==> src/rtl/prfc_pkg.sv <==
`timescale 1ns / 1ps

package prfc_pkg;

   // Default build parameters
   localparam int MAX_LENGTH_DEF  = 64;
   localparam int COUNT_WIDTH_DEF = 16;

   // Register reset values and fixed limits
   localparam logic [6:0]  LENGTH_RESET  = 7'd4;
   localparam logic [15:0] TIMEOUT_RESET = 16'd50000;
   localparam int          MIN_LENGTH    = 4;

   // Register indexes on the csr_ port
   localparam logic REG_LENGTH  = 1'b0;
   localparam logic REG_TIMEOUT = 1'b1;

   // CRC-16 generator polynomial and byte mask
   localparam logic [15:0] CRC_POLY = 16'h8005;
   localparam logic [15:0] LOW_BYTE = 16'h00FF;

   // Result status codes
   localparam logic [1:0] STATUS_OK       = 2'd0;
   localparam logic [1:0] STATUS_TIMEOUT  = 2'd1;
   localparam logic [1:0] STATUS_LEN_ERR  = 2'd2;
   localparam logic [1:0] STATUS_CRC_ERR  = 2'd3;

   // One result from the decoder core to the output register
   typedef struct packed {
      logic       valid;
      logic [7:0] byte_value;
      logic [5:0] byte_index;
      logic       last;
      logic [1:0] status;
   } result_type;

   // CRC-16 update over one byte, data bits taken LSB first
   function automatic logic [15:0] crc_byte(input logic [15:0] crc_in,
                                            input logic [7:0]  data);
      logic [15:0] crc;
      logic        fb;
      crc = crc_in;
      for (int i = 0; i < 8; i++) begin
         fb  = data[i] ^ crc[15];
         crc = {crc[14:0], 1'b0};
         if (fb) begin
            crc = crc ^ CRC_POLY;
         end
      end
      return crc;
   endfunction

endpackage

==> src/rtl/prfc_core.sv <==
`timescale 1ns / 1ps

module prfc_core #(
   parameter int MAX_LENGTH  = prfc_pkg::MAX_LENGTH_DEF,
   parameter int COUNT_WIDTH = prfc_pkg::COUNT_WIDTH_DEF
) (
   input  logic                 clock,
   input  logic                 reset,
   input  logic                 accept,
   input  logic                 start_req,
   input  logic                 line_level,
   input  logic [6:0]           expected_length,
   input  logic [15:0]          timeout_limit,
   output prfc_pkg::result_type result
);

   localparam int LW  = $clog2(MAX_LENGTH + 1);
   localparam int BW  = (LW > 6) ? LW : 6;
   localparam int CLW = (LW > 7) ? LW : 7;

   typedef enum logic [3:0] {
      PH_IDLE       = 4'b0001,
      PH_WAIT_START = 4'b0010,
      PH_MEASURE    = 4'b0100,
      PH_WAIT_HIGH  = 4'b1000
   } phase_type;

   phase_type              phase_ff, phase_in;
   logic [15:0]            wait_ff, wait_in;
   logic [COUNT_WIDTH-1:0] low_ff, low_in;
   logic [COUNT_WIDTH-1:0] high_ff, high_in;
   logic [2:0]             bitpos_ff, bitpos_in;
   logic [7:0]             shift_ff, shift_in;
   logic [BW-1:0]          bytes_ff, bytes_in;
   logic [15:0]            crc_ff, crc_in;
   logic [7:0]             count_ff, count_in;
   logic [7:0]             crc_low_ff, crc_low_in;

   logic [CLW-1:0]         len_wide;
   logic [LW-1:0]          len;
   logic [16:0]            wait_next;
   logic [COUNT_WIDTH-1:0] low_inc, high_inc;
   logic [COUNT_WIDTH+1:0] low_thr, high_thr;
   logic                   bit_take;
   logic [7:0]             value;
   logic [BW:0]            idx_p1, idx_p2, len_ext;

   // Length in use, clamped to the supported range
   always_comb begin
      len_wide = CLW'(expected_length);
      if (len_wide < CLW'(prfc_pkg::MIN_LENGTH)) begin
         len_wide = CLW'(prfc_pkg::MIN_LENGTH);
      end
      if (len_wide > CLW'(MAX_LENGTH)) begin
         len_wide = CLW'(MAX_LENGTH);
      end
      len = LW'(len_wide);
   end

   // Saturating counters and 1.5x thresholds
   assign low_inc   = (low_ff == '1) ? low_ff : low_ff + 1'b1;
   assign high_inc  = (high_ff == '1) ? high_ff : high_ff + 1'b1;
   assign low_thr   = ({2'b00, low_ff} + {1'b0, low_ff, 1'b0}) >> 1;
   assign high_thr  = ({2'b00, high_ff} + {1'b0, high_ff, 1'b0}) >> 1;
   assign wait_next = {1'b0, wait_ff} + 17'd1;

   // Byte position arithmetic; a decided bit always equals the current line level
   assign idx_p1  = {1'b0, bytes_ff} + (BW+1)'(1);
   assign idx_p2  = {1'b0, bytes_ff} + (BW+1)'(2);
   assign len_ext = (BW+1)'(len);
   assign value   = shift_ff | ({7'd0, line_level} << bitpos_ff);

   // Next state and result for one accepted sample
   always_comb begin
      phase_in   = phase_ff;
      wait_in    = wait_ff;
      low_in     = low_ff;
      high_in    = high_ff;
      bitpos_in  = bitpos_ff;
      shift_in   = shift_ff;
      bytes_in   = bytes_ff;
      crc_in     = crc_ff;
      count_in   = count_ff;
      crc_low_in = crc_low_ff;
      bit_take   = 1'b0;
      result     = '0;

      if (accept) begin
         if (start_req) begin
            phase_in   = PH_WAIT_START;
            wait_in    = '0;
            low_in     = '0;
            high_in    = '0;
            bitpos_in  = '0;
            shift_in   = '0;
            bytes_in   = '0;
            crc_in     = '0;
            count_in   = '0;
            crc_low_in = '0;
         end else begin
            case (phase_ff)
               PH_WAIT_START: begin
                  if (wait_next > {1'b0, timeout_limit}) begin
                     result.valid      = 1'b1;
                     result.byte_value = '0;
                     result.byte_index = bytes_ff[5:0];
                     result.last       = 1'b1;
                     result.status     = prfc_pkg::STATUS_TIMEOUT;
                     phase_in          = PH_IDLE;
                  end else begin
                     wait_in = wait_next[15:0];
                     if (!line_level) begin
                        low_in   = '0;
                        high_in  = '0;
                        phase_in = PH_MEASURE;
                     end
                  end
               end
               PH_MEASURE: begin
                  if (!line_level) begin
                     low_in = low_inc;
                     if (high_ff != '0 && {2'b00, low_inc} > high_thr) begin
                        phase_in = PH_WAIT_HIGH;
                        bit_take = 1'b1;
                     end
                  end else begin
                     high_in = high_inc;
                     if (low_ff != '0 && {2'b00, high_inc} > low_thr) begin
                        phase_in = PH_WAIT_START;
                        wait_in  = '0;
                        bit_take = 1'b1;
                     end
                  end
               end
               PH_WAIT_HIGH: begin
                  if (line_level) begin
                     phase_in = PH_WAIT_START;
                     wait_in  = '0;
                  end
               end
               default: begin
               end
            endcase

            // Bit assembly, byte completion and frame checks
            if (bit_take) begin
               if (bitpos_ff != 3'd7) begin
                  shift_in  = value;
                  bitpos_in = bitpos_ff + 3'd1;
               end else begin
                  bitpos_in = '0;
                  shift_in  = '0;
                  bytes_in  = bytes_ff + 1'b1;
                  if (bytes_ff == '0) begin
                     count_in = value;
                  end
                  if (idx_p2 < len_ext) begin
                     crc_in = prfc_pkg::crc_byte(crc_ff, value);
                  end else if (idx_p2 == len_ext) begin
                     crc_low_in = value;
                  end
                  result.valid      = 1'b1;
                  result.byte_value = value;
                  result.byte_index = bytes_ff[5:0];
                  result.last       = 1'b0;
                  result.status     = prfc_pkg::STATUS_OK;
                  if (idx_p1 >= len_ext) begin
                     result.last = 1'b1;
                     phase_in    = PH_IDLE;
                     if (count_ff != 8'(len)) begin
                        result.status = prfc_pkg::STATUS_LEN_ERR;
                     end else if ((crc_ff & prfc_pkg::LOW_BYTE) != {8'd0, crc_low_ff} ||
                                  crc_ff[15:8] != value) begin
                        result.status = prfc_pkg::STATUS_CRC_ERR;
                     end
                  end
               end
            end
         end
      end
   end

   // Decoder state
   always_ff @(posedge clock) begin
      if (reset) begin
         phase_ff   <= PH_IDLE;
         wait_ff    <= '0;
         low_ff     <= '0;
         high_ff    <= '0;
         bitpos_ff  <= '0;
         shift_ff   <= '0;
         bytes_ff   <= '0;
         crc_ff     <= '0;
         count_ff   <= '0;
         crc_low_ff <= '0;
      end else begin
         phase_ff   <= phase_in;
         wait_ff    <= wait_in;
         low_ff     <= low_in;
         high_ff    <= high_in;
         bitpos_ff  <= bitpos_in;
         shift_ff   <= shift_in;
         bytes_ff   <= bytes_in;
         crc_ff     <= crc_in;
         count_ff   <= count_in;
         crc_low_ff <= crc_low_in;
      end
   end

endmodule

==> config.mk <==
export PLATFORM = sky130hd
export DESIGN_NAME = prfc_core
export DESIGN_NICKNAME = d
export VERILOG_FILES = /design/src/rtl/prfc_pkg.sv /design/src/rtl/prfc_core.sv
export SDC_FILE = /design/constraint.sdc
export NUM_CORES = 1
export LEC_CHECK = 0
export BUFFER_PORTS_ARGS = -buffer_cell sky130_fd_sc_hd__buf_2
export CORE_ASPECT_RATIO = 0.8
export CORE_MARGIN = 8
export CORE_UTILIZATION = 40
export CTS_CLUSTER_SIZE = 28
export DETAILED_ROUTE_END_ITERATION = 6
export GPL_TIMING_DRIVEN = 0
export PLACE_DENSITY = 0.64
export SYNTH_ARGS = -nofsm -noshare
export SYNTH_HDL_FRONTEND = slang
export SYNTH_SLANG_ARGS = --single-unit
==> constraint.sdc <==
create_clock -name clock -period 6.3 [get_ports clock]
set_clock_uncertainty 0.1 [all_clocks]
set_input_delay 0.945 -clock clock [delete_from_list [all_inputs] [get_ports clock]]
set_output_delay 0.945 -clock clock [all_outputs]
set_load 0.02 [all_outputs]
==> impl_summary.txt <==
----------------------------------------------------
[Outcome]
  Outcome ... completed

[STA]
  Slew Viols, Final ... 0
  Max Clock Freq ... between 150 and 200 MHz
  Final setup viols ... 0
  Final hold violation count ... 0
  Final critical delay including setup and external delays ... slightly above 6000 ps
  Worst rel slew slack ... about a third
  Fin crit share ... a little over nine tenths
  Transition time at the pin with the least slew margin ... about 960 ps

[Setup path]
  Launch point of the worst reg-to-reg path ... high_ff[2]
  Critical-path cell with the highest stage delay ... dfxtp_1
  End point of the critical path ... result[1]
  Worst-case reg-to-reg path depth ... 21
  Top fanout value on the critical path ... 10
  Endpoint of the worst register-to-register path ... bitpos_ff[1]
  Critical path buffer and inverter count ... 3
  Delay contributed by the slowest stage of the critical path ... approximately 390 ps
  Required time at the worst-slack endpoint ... between 5000 and 6000 ps
  Top Family by Delay on Critical Path ... compound AO/OA/AOI/OAI gates
  Endpoint class of the critical path ... output port
  Critical path arrival ... approximately 5000 ps
  Kind of launch point of the worst setup path ... flip-flop
  Stages on worst setup path ... 22
  Series of cell instances along the critical path ... inv_1, ha_1, o21ai_2, a21bo_1, nand2_1, o21ai_0, a31oi_2, and2_1, o21ai_0, a221o_1, ha_1, nand4_1, nor2_1, o211a_1, o211ai_1, a41o_2, o2bb2ai_4, and3_1, buf_6, nand3_2, a21oi_2, buf_2
  Worst Path Class, Setup ... reg2out
  CP startpoint ... low_ff[7]
  Flop2flop setup slack ... approximately 1100 ps

[GRT]
  Antenna violations before repair ... 0
  Wire length of the first global-routing pass ... a little under 40000 µm
  Final global-route overflow total ... 0
  Largest net degree at the start of global routing ... 21
  Number of global-route vias before repair ... 7542
  Global Route Usage Sum ... roughly 18%

[Layout]
  Area Growth Syn to Fin ... 12.8%
  Sequential cell area ... around 2100 µm²
  Diode count ... 0
  Multi-input gate area ... ~6600 µm²
  Filler cell count ... around 2300
  Layout cells sized above 1 ... about 14%
  Post-Layout Inst Area ... roughly 10000 µm²
  Final standard cell utilization of the core ... 45.3%
  Final Net Count ... around 1300

[Worst hold path]
  Type of the worst min-delay path ... reg2reg

[Clock tree]
  H-tree lvl count ... 3
  Number of sinks on the clock net ... 102
  CTS hold repair buffers ... 0
  Max clock buf depth ... 2
  Clock tree from TritonCTS ... built
  Clock latency on the worst-skew pair ... around 360 ps
  Clock Pin Slew Worst Setup and Hold Paths ... around 80 ps
  Cell at the root of the clock tree ... clkbuf_16
  Total clock buffers created by CTS ... 9

[Drt]
  First-pass iteration count of the detailed router ... 5
  Initial DRC count ... about 600
  Routed vias ... 7992
  ANT nets after route ... 0
  WL/cell ... 16.2 µm
  Routed vias/inst ... approximately 5.4
  Final routed DRC violation total ... 0
  Aggregate routed wire length ... between 20000 and 25000 µm

[Placed design]
  Area after DPL ... 9500 µm²
  HPWL after DPL ... approximately 18000 µm
  IO buf count ... 42
  Placer Congestion ... between 0.9 and 1

[Die]
  Core area ... approximately 22000 µm²
  Count of standard-cell rows ... 49
  Number of primary I/O pins ... 46
  Total die area ... 27300 µm²
  Die span in y ... between 100 and 150 µm
  Starting density of the core ... about two fifths
  Overall die width ... 183 µm

[Yosys]
  EDFF count, synth ... 0
  Syn nets ... 1250
  Register bit total from synthesis ... 102
  Share of Yosys cell area claimed by the top area cell type ... a little under a quarter
  Number of distinct library cell variants in the gate-level netlist after synthesis ... between 70 and 80
  Share of synthesized registers carrying an async set or reset ... 0%
  Post-synthesis area per instance ... 8.08 µm²
  Synthesized instance count ... approximately 1100
  Largest area contributor in the netlist ... dfxtp_1
  Warnings, synthesis ... 0
  Proportion of synthesized chip area in sequential cells ... 22.9%
  Largest cells by area after synthesis ... dfxtp_1 23%, ha_1 16%, xnor2_1 8.9%
  Synthesized area ... slightly below 9000 µm²
  Ys flop type ... dfxtp_1

[Power and ir drop]
  Total power of the final layout ... about 1.3 mW
  IR Drop Worst-Case VDD ... about 0.00011 V
  Total power per unit cell area ... about 130 nW/µm²
  LEAKAGE ... approximately 4.2 nW

[Flow run]
  Maxcap violations ... 0

----------------------------------------------------
registers in the layout, summed over array words and instances, names as in the netlist:
name / flops
crc_ff: 16
high_ff: 16
low_ff: 16
wait_ff: 16
count_ff: 8
crc_low_ff: 8
shift_ff: 8
bytes_ff: 7
phase_ff: 4
bitpos_ff: 3
cell usage after synthesis, types with 3 or more instances:
master	count
and2_1	16
nand2_1	78
a2111oi_0	4
inv_1	77
nand2b_1	16
and4_1	4
xor2_1	29
a21boi_0	4
a31oi_1	6
a21o_1	15
buf_6	3
or2_2	4
o21a_1	19
or3_1	3
o32ai_1	4
a211oi_1	4
o21ai_0	42
nand3_1	53
o2bb2ai_1	13
and3_1	14
nor4_1	6
nor3_1	21
a22o_1	22
a21oi_2	5
dfxtp_1	102
nand4_1	30
buf_2	8
a211o_1	5
xnor2_1	91
nor2_1	94
clkbuf_1	30
a21oi_1	72
ha_1	117
nor2b_1	7
a31o_2	14
a22oi_1	16
o211ai_1	8
what timing repair did:
item / 4_1_cts / 5_1_grt
setup endpoints to repair: 18 / 18
pin swaps: 1 / 3
setup buffers: 0 / 4
resized for setup: 25 / 34
gates cloned: 0 / 0
logic make-up after synthesis:
kind of cell	Yosys count	synth area share [%]
buf+inv	121	5.55
xor+xnor	121	12.0
fa+ha+maj	119	16.9
simple gates	361	20.2
compound gates	279	22.5
flops	102	22.9
worst reg2reg max path: stages (launching register included):
cell and delay [ps]:
dfxtp_1 480, inv_1 100, ha_1 360, a21oi_1 110, nand2b_1 200, a211o_1 320
a31oi_1 290, nand4_1 150, nand4_1 130, a21oi_1 80, xnor2_1 150, ha_1 380
nand4_1 160, nor4_2 240, nand4_1 140, and4_1 270, o2bb2ai_4 190, buf_4 150
a41oi_1 700, buf_4 300, o211ai_1 100, nand2_1 80
routing by layer:
layer	global-route usage [%]	wire length [µm]	vias up
met5	0	0	-
met4	3.33	210	0
met3	2.43	1040	16
met2	26.3	9900	152
met1	26.2	12700	3775
li1	-	-	4049
stage by stage:
stage / hold WS, ps / setup TNS (ps) / instances / setup WS, ps
floorplan: 333 / 0 / 1103 / 784
finish: 370 / 0 / 1469 / 233
CTS: 375 / 0 / 1467 / 1.43
global placement: 347 / 0 / 1451 / 111
global route: 396 / -164 / 1469 / -37.5
detailed placement: 353 / 0 / 1451 / 118
layout by cell type (no fill, tap or decap), types with 5 or more instances in the layout:
cell       count
ha_1         104
nor2_1        94
xnor2_1       90
dfxtp_1       87
nand2_1       78
inv_1         77
a21oi_1       70
nand3_1       51
buf_2         50
o21ai_0       41
nand4_1       30
xor2_1        29
clkbuf_1      28
a22o_1        22
nor3_1        20
o21a_1        18
and2_1        16
nand2b_1      16
a22oi_1       16
a21o_1        15
dfxtp_2       15
a31o_2        14
o2bb2ai_1     13
and3_1        11
clkbuf_16      9
o211ai_1       8
ha_4           8
a21oi_2        7
nor2b_1        7
buf_4          6
a211o_1        5
a31oi_1        5
nor4_1         5
ha_2           5
power breakdown:
part / internal (mW) / switching [mW]
combinational: 0.0381 / 0.0748
sequential: 0.646 / 0.000928
clock: 0.282 / 0.289
total: 0.965 / 0.364
layout make-up:
| class | instances | share of cell area, % |
|---|---|---|
| Multi-Input combinational cell | 880 | 65.4 |
| Timing Repair Buffer | 46 | 2.39 |
| Sequential cell | 102 | 20.5 |
| Tap cell | 306 | 3.81 |
| Clock inverter | 7 | 0.772 |
| Clock buffer | 9 | 2.24 |
| Inverter | 78 | 2.91 |
| Buffer | 41 | 1.93 |
worst min-delay path by stage:
stage | startpoint | endpoint | slack [ps] | cells past startpoint
global placement | shift_ff[7] | shift_ff[7] | 350 | 1
CTS | shift_ff[0] | shift_ff[0] | 370 | 1
global route | shift_ff[7] | shift_ff[7] | 400 | 1
floorplan | count_ff[7] | count_ff[7] | 330 | 1
detailed placement | count_ff[7] | count_ff[7] | 350 | 1
finish | shift_ff[0] | shift_ff[0] | 370 | 1
Note: power is estimated with default switching activity, not from simulation.
